<file path="src/rtl/rsa_modexp_engine_macros.svh">
// Assertion macros shared by the modular exponentiation RTL.
// Each macro expects signals named clk and rst in the scope where it is used.
`ifndef RSA_MODEXP_ENGINE_MACROS_SVH
`define RSA_MODEXP_ENGINE_MACROS_SVH

// Consequent must hold in the same cycle as the antecedent.
`define RSA_ASSERT_SAME(label, ante, cons, msg) \
  label: assert property (@(posedge clk) disable iff (rst) (ante) |-> (cons)) \
    else $error(msg);

// Consequent must hold in the cycle after the antecedent.
`define RSA_ASSERT_NEXT(label, ante, cons, msg) \
  label: assert property (@(posedge clk) disable iff (rst) (ante) |=> (cons)) \
    else $error(msg);

`endif

</file>
<file path="src/rtl/rsa_pkg.sv">
// Package for the modular exponentiation engine: widths, register indexes,
// reset values, sequencer states and the multiplier request/status structs.
// No dependencies.
package rsa_pkg;

  localparam int MOD_BITS = 32;
  localparam int EXP_BITS = 32;
  localparam int CNT_W    = $clog2(MOD_BITS + 1);

  typedef logic [MOD_BITS-1:0] mod_word_t;
  typedef logic [EXP_BITS-1:0] exp_word_t;
  typedef logic [1:0]          cfg_idx_t;

  // Configuration register indexes.
  localparam cfg_idx_t CFG_PUBLIC_EXP  = 2'd0;
  localparam cfg_idx_t CFG_PRIVATE_EXP = 2'd1;
  localparam cfg_idx_t CFG_MODULUS     = 2'd2;

  // Command codes.
  localparam logic CMD_ENCRYPT = 1'b0;
  localparam logic CMD_DECRYPT = 1'b1;

  localparam exp_word_t PUBLIC_EXP_RST  = EXP_BITS'(5);
  localparam exp_word_t PRIVATE_EXP_RST = EXP_BITS'(167741);
  localparam mod_word_t MODULUS_RST     = MOD_BITS'(840551);

  localparam mod_word_t MOD_ONE = MOD_BITS'(1);
  localparam mod_word_t MOD_TWO = MOD_BITS'(2);

  typedef enum logic [2:0] {
    ST_IDLE,
    ST_REDUCE,
    ST_STEP,
    ST_MUL,
    ST_SQR,
    ST_FINISH
  } state_t;

  typedef struct packed {
    logic      start;
    mod_word_t a;
    mod_word_t b;
  } mm_req_t;

  typedef struct packed {
    logic busy;
    logic done;
  } mm_status_t;

endpackage

</file>
<file path="src/rtl/rsa_modexp_engine.sv">
// Top level of the modular exponentiation engine: configuration registers,
// square-and-multiply sequencer and output register.
// Depends on rsa_pkg, rsa_modmul and rsa_modexp_engine_macros.svh.
//
// Usage:
//   Input channel (in_valid, in_stall, cmd, value): a word is taken when
//   in_valid is high and in_stall is low. cmd 0 raises value to the public
//   exponent, cmd 1 to the private exponent, both modulo key modulus.
//   Output channel (out_valid, out_stall, residue): one word per input word.
//   The result sits in an output register; while the receiver holds
//   out_stall high the word stays unchanged and the engine may already take
//   and work on the next input, holding its finished result until the
//   output register empties.
//   Configuration (cfg_valid, cfg_ready, cfg_index, cfg_data): index 0 is the
//   public exponent, 1 the private exponent, 2 the modulus. cfg_ready is
//   always high; write only while the engine is idle.
//   Sequencing: the engine takes one word at a time. The bit-serial modular
//   multiplier forms each product. One reduction of the value comes first,
//   then for each exponent bit up to the highest set one a square and, for
//   a set bit, a multiply, each bit first examined by the sequencer in
//   ST_STEP. A modulus below two gives 0 without using the multiplier.
//   Reset (rst, synchronous) restores the default key and empties the
//   output register.
`include "rsa_modexp_engine_macros.svh"

module rsa_modexp_engine
  import rsa_pkg::*;
(
  input  logic      clk,
  input  logic      rst,
  input  logic      in_valid,
  output logic      in_stall,
  input  logic      cmd,
  input  logic [31:0] value,
  output logic      out_valid,
  input  logic      out_stall,
  output logic [31:0] residue,
  input  logic      cfg_valid,
  output logic      cfg_ready,
  input  cfg_idx_t  cfg_index,
  input  logic [31:0] cfg_data
);

  // Configuration registers.
  exp_word_t public_exponent;
  exp_word_t private_exponent;
  mod_word_t key_modulus;

  // Sequencer and working registers.
  state_t    state;
  state_t    state_next;
  exp_word_t exp_r;
  mod_word_t acc_r;
  mod_word_t base_r;
  mod_word_t m_r;

  mm_req_t    mm_req;
  mm_status_t mm_stat;
  mod_word_t  mm_product;

  logic in_accept;
  logic out_free;

  assign cfg_ready = 1'b1;
  assign in_stall  = (state != ST_IDLE);
  assign in_accept = in_valid && !in_stall;
  assign out_free  = !out_valid || !out_stall;

  always_ff @(posedge clk) begin
    if (rst) begin
      public_exponent  <= PUBLIC_EXP_RST;
      private_exponent <= PRIVATE_EXP_RST;
      key_modulus      <= MODULUS_RST;
    end else if (cfg_valid && cfg_ready) begin
      case (cfg_index)
        CFG_PUBLIC_EXP:  public_exponent  <= cfg_data;
        CFG_PRIVATE_EXP: private_exponent <= cfg_data;
        CFG_MODULUS:     key_modulus      <= cfg_data;
        default: ;
      endcase
    end
  end

  // Next state.
  always_comb begin
    state_next = state;
    case (state)
      ST_IDLE: begin
        if (in_accept) begin
          state_next = (key_modulus < MOD_TWO) ? ST_FINISH : ST_REDUCE;
        end
      end
      ST_REDUCE: begin
        if (mm_stat.done) begin
          state_next = ST_STEP;
        end
      end
      ST_STEP: begin
        if (exp_r == '0) begin
          state_next = ST_FINISH;
        end else if (exp_r[0]) begin
          state_next = ST_MUL;
        end else begin
          state_next = ST_SQR;
        end
      end
      ST_MUL: begin
        if (mm_stat.done) begin
          state_next = ST_SQR;
        end
      end
      ST_SQR: begin
        if (mm_stat.done) begin
          state_next = ST_STEP;
        end
      end
      ST_FINISH: begin
        if (out_free) begin
          state_next = ST_IDLE;
        end
      end
      default: state_next = ST_IDLE;
    endcase
  end

  // Multiplier requests. The value is reduced as the product 1 * value.
  always_comb begin
    mm_req = '0;
    case (state)
      ST_IDLE: begin
        mm_req.start = in_accept && (key_modulus >= MOD_TWO);
        mm_req.a     = MOD_ONE;
        mm_req.b     = value;
      end
      ST_STEP: begin
        mm_req.start = (exp_r != '0);
        mm_req.a     = exp_r[0] ? acc_r : base_r;
        mm_req.b     = base_r;
      end
      ST_MUL: begin
        mm_req.start = mm_stat.done;
        mm_req.a     = base_r;
        mm_req.b     = base_r;
      end
      default: mm_req = '0;
    endcase
  end

  always_ff @(posedge clk) begin
    if (rst) begin
      state <= ST_IDLE;
    end else begin
      state <= state_next;
    end
  end

  always_ff @(posedge clk) begin
    case (state)
      ST_IDLE: begin
        if (in_accept) begin
          m_r   <= key_modulus;
          exp_r <= (cmd == CMD_DECRYPT) ? private_exponent : public_exponent;
          acc_r <= '0;
        end
      end
      ST_REDUCE: begin
        if (mm_stat.done) begin
          base_r <= mm_product;
          acc_r  <= MOD_ONE;
        end
      end
      ST_MUL: begin
        if (mm_stat.done) begin
          acc_r <= mm_product;
        end
      end
      ST_SQR: begin
        if (mm_stat.done) begin
          base_r <= mm_product;
          exp_r  <= exp_r >> 1;
        end
      end
      default: ;
    endcase
  end

  // Output register.
  always_ff @(posedge clk) begin
    if (rst) begin
      out_valid <= 1'b0;
    end else if (state == ST_FINISH && out_free) begin
      out_valid <= 1'b1;
    end else if (!out_stall) begin
      out_valid <= 1'b0;
    end
  end

  always_ff @(posedge clk) begin
    if (state == ST_FINISH && out_free) begin
      residue <= acc_r;
    end
  end

  rsa_modmul u_modmul (
    .clk     (clk),
    .rst     (rst),
    .req     (mm_req),
    .modulus (m_r),
    .stat    (mm_stat),
    .product (mm_product)
  );

  `RSA_ASSERT_NEXT(a_busy_after_accept, in_accept, in_stall,
    "engine did not go busy after taking a word")
  `RSA_ASSERT_SAME(a_done_while_waiting, mm_stat.done,
    state == ST_REDUCE || state == ST_MUL || state == ST_SQR,
    "multiplier finished while the sequencer was not waiting on it")
  `RSA_ASSERT_SAME(a_unit_idle_at_step, state == ST_STEP, !mm_stat.busy,
    "multiplier still busy when the next exponent bit is examined")
  `RSA_ASSERT_SAME(a_operands_reduced, state == ST_STEP,
    acc_r < m_r && base_r < m_r,
    "working operands not reduced below the modulus")

endmodule

</file>
<file path="src/rtl/rsa_modmul.sv">
// Bit-serial modular multiplier: one bit of the multiplier per cycle,
// doubling and conditional add, each reduced by one compare and subtract.
// Depends on rsa_pkg.
module rsa_modmul
  import rsa_pkg::*;
(
  input  logic       clk,
  input  logic       rst,
  input  mm_req_t    req,
  input  mod_word_t  modulus,
  output mm_status_t stat,
  output mod_word_t  product
);

  mod_word_t        acc;
  mod_word_t        a_r;
  mod_word_t        b_r;
  logic [CNT_W-1:0] cnt;
  logic             busy;
  logic             done;

  logic [MOD_BITS:0] dbl;
  logic [MOD_BITS:0] dbl_red;
  logic [MOD_BITS:0] sum;
  logic [MOD_BITS:0] sum_red;
  logic [MOD_BITS:0] mod_ext;

  // Operands stay below the modulus, so each partial value is below twice it.
  always_comb begin
    mod_ext = {1'b0, modulus};
    dbl     = {acc, 1'b0};
    dbl_red = (dbl >= mod_ext) ? (dbl - mod_ext) : dbl;
    sum     = {1'b0, dbl_red[MOD_BITS-1:0]}
              + (b_r[MOD_BITS-1] ? {1'b0, a_r} : {(MOD_BITS+1){1'b0}});
    sum_red = (sum >= mod_ext) ? (sum - mod_ext) : sum;
  end

  always_ff @(posedge clk) begin
    if (rst) begin
      busy <= 1'b0;
      done <= 1'b0;
      cnt  <= '0;
    end else begin
      done <= 1'b0;
      if (req.start && !busy) begin
        busy <= 1'b1;
        cnt  <= CNT_W'(MOD_BITS);
      end else if (busy) begin
        cnt <= cnt - CNT_W'(1);
        if (cnt == CNT_W'(1)) begin
          busy <= 1'b0;
          done <= 1'b1;
        end
      end
    end
  end

  always_ff @(posedge clk) begin
    if (req.start && !busy) begin
      acc <= '0;
      a_r <= req.a;
      b_r <= req.b;
    end else if (busy) begin
      acc <= sum_red[MOD_BITS-1:0];
      b_r <= {b_r[MOD_BITS-2:0], 1'b0};
    end
  end

  assign stat.busy = busy;
  assign stat.done = done;
  assign product   = acc;

endmodule
</file>
<file path="config.mk">
export PLATFORM = sky130hd
export DESIGN_NAME = rsa_modexp_engine
export DESIGN_NICKNAME = d
export VERILOG_FILES = /design/src/rtl/rsa_pkg.sv /design/src/rtl/rsa_modexp_engine.sv /design/src/rtl/rsa_modmul.sv
export VERILOG_INCLUDE_DIRS = /design/src /design/src/rtl
export SDC_FILE = /design/constraint.sdc
export NUM_CORES = 1
export LEC_CHECK = 0
export ABC_AREA = 1
export CAP_MARGIN = 25
export CORE_ASPECT_RATIO = 1.25
export CORE_MARGIN = 2
export CORE_UTILIZATION = 40
export CTS_CLUSTER_SIZE = 24
export DETAILED_ROUTE_END_ITERATION = 8
export DONT_BUFFER_PORTS = 1
export PLACE_DENSITY = 0.62
export SLEW_MARGIN = 20
export SYNTH_ARGS = -nofsm -noshare
export SYNTH_HDL_FRONTEND = slang
export SYNTH_SLANG_ARGS = --single-unit
export TNS_END_PERCENT = 100
</file>
<file path="constraint.sdc">
create_clock -name clk -period 5.6 [get_ports clk]
set_clock_uncertainty 0.15 [all_clocks]
set_input_delay 0.28 -clock clk [delete_from_list [all_inputs] [get_ports clk]]
set_output_delay 0.28 -clock clk [all_outputs]
set_load 0.005 [all_outputs]
</file>
==> results.cfg, run 1 <==
[status]
outcome = complete, no violations

[cells_and_area]
n_antenna_cell = 0
area_delta_synth_final_pct = 35.9
final_nets = 3700
layout-drive-gt1-share_pct = 26.2
fill_cells = 5179

[run]
cap_violations = 0

[placed_design]
hpwlAfterDp_um = 62500
place_ws_ps = -386
port_buffers = 0
place_congestion = 1.08

[logic_synthesis]
synth_area_um2 = 22400
syn_nets = 3242
synthCells = 3069
synth_flop_cell = edfxtp_1
seq_area_frac_synth_pct = 42.5
synth_cell_types = 52
synth_edf_count = 224
yosys_warnings = 0
synth_area_leaders = edfxtp_1, nand2_1, dfxtp_1, inv_1, ha_1
syn-mean-instance-area_um2 = 7.31
yosysTopAreaCellShare_pct = 30.0
ys_seq_elements = 364
yosysTopAreaCell = edfxtp_1
async_reset_ff_share_pct = 0

[setup_path]
worstPathMaxFanout = 14
crit_top_cell = nand2_1
end_kind = register
start_kind = register
critPathMaxStageDelay_ps = 410
crit_type = register to register
arrival_ps = 5730
slowest_stage = edfxtp_1
required_ps = 5880

[grt]
grt.overflow.total = 0
grt_first_pass_wirelength_um = 121000
antenna_found_initial = 0
grt_pass1_vias = 21000
grt_use_total_pct = 27.4
grt_max_degree = 90

[sta]
fin_ws_ps = 149
fin_crit_sh_pct = 97.3
max-slew-margin-rel_pct = 39.3
hold_violations = 0
slew_violations = 0
whs_ps = 32.7
setup_viol = 0
timing.final.crit_period_ps = 5450
tightest_slew_ps = 910
fmax_ghz = 0.183

[die]
ios = 107
start_util_pct = 40.3
die_w_um = 216
dieArea_um2 = 58000
core_um2 = 55700
rows = 97
die_h_um = 269

[cts]
clock-sinks = 364
cts.clk_slew.worst_paths_ps = 60
clock_path_buffers = 3
cts_made_buffers = 41
cts_tree = yes
clock_latency_ps = 580
htreeDepth = 2
root_buffer = clkbuf_16

[drt]
drcViolationCount = 0
wl_per_cell_um = 19.2
totalWireLength_um = 82800
drtIter0Drc = 1583
first_pass_iters = 7
vias = 22000
viasPerCell = 5.13
ant_nets = 0

[worst_hold_path]
hp-class = input pin to register
cell usage in the layout (no fill, tap or decap), types with 23 or more instances in the layout:
master         instances
nand2_1              873
inv_1                465
buf_4                420
edfxtp_1             224
o21ai_0              197
nor2_1               193
dfxtp_1              140
nand3_1              110
a21oi_1              110
nand2_2               92
dlygate4sd3_1         69
ha_4                  66
a21oi_2               48
inv_2                 47
clkbuf_16             47
nor2_2                43
xnor2_1               31
a32o_1                30
ha_1                  29
nand4_1               26
nand3_2               26
o211ai_1              25
o21ai_1               23
critical path, delay by kind of cell (launching register included):
| family | cells | cell delay, ps |
|---|---|---|
| AND/OR/NAND/NOR | 19 | 1930 |
| buffers and inverters | 8 | 1000 |
| adder cells (fa/ha/maj) | 3 | 860 |
| AO/OA/AOI/OAI | 5 | 740 |
| flip-flops | 1 | 410 |
| XOR/XNOR | 1 | 190 |
cells in the mapped netlist (2+ instances only):
master	number
nand2_1	953
edfxtp_1	224
buf_6	11
nand2_2	21
nor2_1	244
a31oi_1	2
o21ai_0	215
dfxtp_1	140
o211ai_2	2
buf_1	6
a21oi_2	5
ha_1	98
nor3_1	21
nand2_4	2
nor2_2	4
o21bai_1	14
xor2_1	25
a32o_1	30
inv_1	502
inv_2	11
xnor2_1	35
fa_1	3
o21ai_2	3
or2_2	2
nor3_2	2
nor2_4	4
clkinv_1	3
a21oi_1	161
buf_4	4
clkbuf_1	70
o21ai_1	18
nand3_1	135
nand3b_1	8
buf_2	7
a21o_1	10
nand4_1	26
nand3_2	2
nor4_1	8
o211ai_1	25
registers in the layout, indices dropped and copies added (netlist names), 3 cells and up:
register and flops:
u_modmul.cnt 6, key_modulus 32, base_r 32, public_exponent 32, private_exponent 32, residue 32, exp_r 32, u_modmul.product 32
m_r 32, u_modmul.b_r 32, state 3, u_modmul.a_r 32, acc_r 32
final timing paths:
path	from	to	slack, ps	cells past startpoint
max	m_r[15]	u_modmul.product[30]	150	36
min	cmd	exp_r[11]	30	2
min reg2reg	key_modulus[26]	m_r[26]	280	0
max reg2reg	m_r[15]	u_modmul.product[30]	150	36
cells by family after synthesis:
logic type | share of synthesized area [%]
AOI/OAI and AO/OA | 12.5
adders and majority gates | 5.73
DFF | 42.5
other | 0.0167
xor gates and xnor gates | 2.34
buffers and inverters | 10.9
and+or+nand+nor | 26.1
area by class of cell:
| cell class | instances | area (um2) | area share (%) |
|---|---|---|---|
| inverters | 517 | 1950 | 6.39 |
| multi-input cells | 2089 | 12500 | 41.0 |
| clock buffers | 54 | 1140 | 3.74 |
| flip-flops and latches | 364 | 9530 | 31.3 |
| repair buffers | 514 | 4290 | 14.1 |
| clock inverters | 21 | 144 | 0.472 |
| well taps | 742 | 928 | 3.05 |
metrics by stage:
stage	setup TNS [ps]	cells	util [%]	area, um2
4_1_cts	0	4266	51.2	28500
2_1_floorplan	0	3069	-	22400
3_3_place_gp	-10560	4114	46.7	26000
6_report	0	4301	54.7	30500
3_5_place_dp	-9950	4115	46.7	26000
5_1_grt	-2860	4301	54.7	30500
per-layer routing:
| metal | vias up | global-route usage [%] | share of wire (%) |
|---|---|---|---|
| li1 | 10800 | - | - |
| met1 | 10200 | 30.4 | 37 |
| met2 | 797 | 49.2 | 49 |
| met3 | 269 | 4.38 | 6.0 |
| met4 | 0 | 16.7 | 7.5 |
| met5 | - | 0 | 0 |
repair_timing:
action	4_1_cts	5_1_grt
resized for setup	99	350
endpoints found under the setup margin	32	32
hold endpoints to repair	164	10
pin swaps	19	105
gates cloned	1	5
setup buffers	7	28
hold buffers	68	2
Power of run 1 is not shown: default switching activity piles up to over one toggle a cycle in this logic, so the estimate is an artifact.
==> run 2, diff against run 1 <==
--- a/config.mk
+++ b/config.mk
@@ -14,7 +14,7 @@
 export CTS_CLUSTER_SIZE = 24
 export DETAILED_ROUTE_END_ITERATION = 8
 export DONT_BUFFER_PORTS = 1
-export PLACE_DENSITY = 0.62
+export PLACE_DENSITY = 0.6
 export SLEW_MARGIN = 20
 export SYNTH_ARGS = -nofsm -noshare
 export SYNTH_HDL_FRONTEND = slang
==> run 2 against run 1 <==
Against the previous run:
- worst hold slack lost 20 ps
- count of clock-buffer cells in the layout grew 6
- global-route usage grew 0.87 points
- cell area is essentially flat
- first-iteration DRC count shrank 12%
- sequential share of layout area is essentially flat
- flip-flop and latch count is the same
==> results.cfg, run 2 (synthesis gave the netlist of run 1 again) <==
[grt]
grt.overflow.total = 0
grt_max_degree = 78
grt_pass1_vias = 21100
grt_use_total_pct = 28.2
grt_first_pass_wirelength_um = 124000
antenna_found_initial = 1

[cells_and_area]
final_cell_mix = nand2_1, inv_1, buf_4
final_nets = 3697
layout-drive-gt1-share_pct = 25.5
fill_cells = 5273
final_common_cell = nand2_1
n_antenna_cell = 0
area_delta_synth_final_pct = 35.8
postLayoutCoreUtil_pct = 54.7

[die]
ios = 107
dieArea_um2 = 58000
start_util_pct = 40.3
rows = 97
die_h_um = 269
core_um2 = 55700
die_w_um = 216

[drt]
viasPerCell = 5.09
drtIter0Drc = 1396
ant_nets = 0
first_pass_iters = 5
vias = 21900
drcViolationCount = 0
wl_per_cell_um = 19.9
totalWireLength_um = 85600

[sta]
setup_viol = 0
fin_crit_sh_pct = 96.5
hold_violations = 0
fmax_ghz = 0.185
slew_violations = 0
max-slew-margin-rel_pct = 38.9
tightest_slew_ps = 915
whs_ps = 12.5
timing.final.crit_period_ps = 5400

[setup_path]
worstPathMaxFanout = 22
required_ps = 5930
crit_top_cell = nand2_1
crit_type = register to register
end_kind = register
arrival_ps = 5740
start_kind = register
cp_top_family = simple AND/OR/NAND/NOR gates
critPathMaxStageDelay_ps = 360
slowest_stage = ha_1
worstReg2RegStart = m_r[4]
path_buf_inv = 8
crit_start = m_r[4]

[cts]
clock-sinks = 364
clock_path_buffers = 3
cts_tree = yes
cts_made_buffers = 40
root_buffer = clkbuf_16
cts.clk_slew.worst_paths_ps = 70
htreeDepth = 2
clock_latency_ps = 570

[worst_hold_path]
hp-class = input pin to register
hold_start = cmd

[placed_design]
port_buffers = 0
hpwlAfterDp_um = 66300
place_congestion = 1.01

[run]
cap_violations = 0

[status]
outcome = complete, no violations
[run 2: worst paths after layout]
| path | endpoint | slack [ps] | cells past startpoint |
|---|---|---|---|
| worst max-delay path | u_modmul.product[5] | 200 | 41 |
| worst min-delay path | exp_r[18] | 10 | 2 |
| worst max register to register | u_modmul.product[5] | 200 | 41 |
| worst min register to register | m_r[24] | 280 | 0 |
[run 2: area by class of cell]
type,count,area (um2),area share [%]
Clock inverter,14,209,0.686
Sequential cell,364,9530,31.3
Multi-Input combinational cell,2089,12500,41.0
Tap cell,742,928,3.05
Clock buffer,60,1170,3.84
Timing Repair Buffer,512,4190,13.7
Inverter,517,1950,6.39
[run 2: stage by stage]
stage / cell area, um2 / setup TNS, ps / std cells / setup slack (ps)
CTS: 28600 / 0 / 4251 / 0.113
detailed placement: 25900 / -13070 / 4104 / -589
floorplan: 22400 / 0 / 3069 / 572
global placement: 25900 / -14640 / 4103 / -630
global route: 30500 / -2420 / 4298 / -102
finish: 30500 / 0 / 4298 / 197
[run 2: routing by layer]
metal / global-route usage [%] / vias up / routed length, um
met5: 0 / - / 14
met4: 14.1 / 2 / 5000
met3: 2.87 / 198 / 3270
met2: 53.3 / 568 / 44600
met1: 31.5 / 10400 / 32700
li1: - / 10800 / -
[run 2: timing repair]
item,CTS,global route
hold buffers,67,1
pin swaps,20,119
gates cloned,0,5
setup buffers,6,40
endpoints found under the hold margin,170,9
gates resized for setup,117,321
setup endpoints to repair,32,32
Power of run 2 is left out for the same reason.
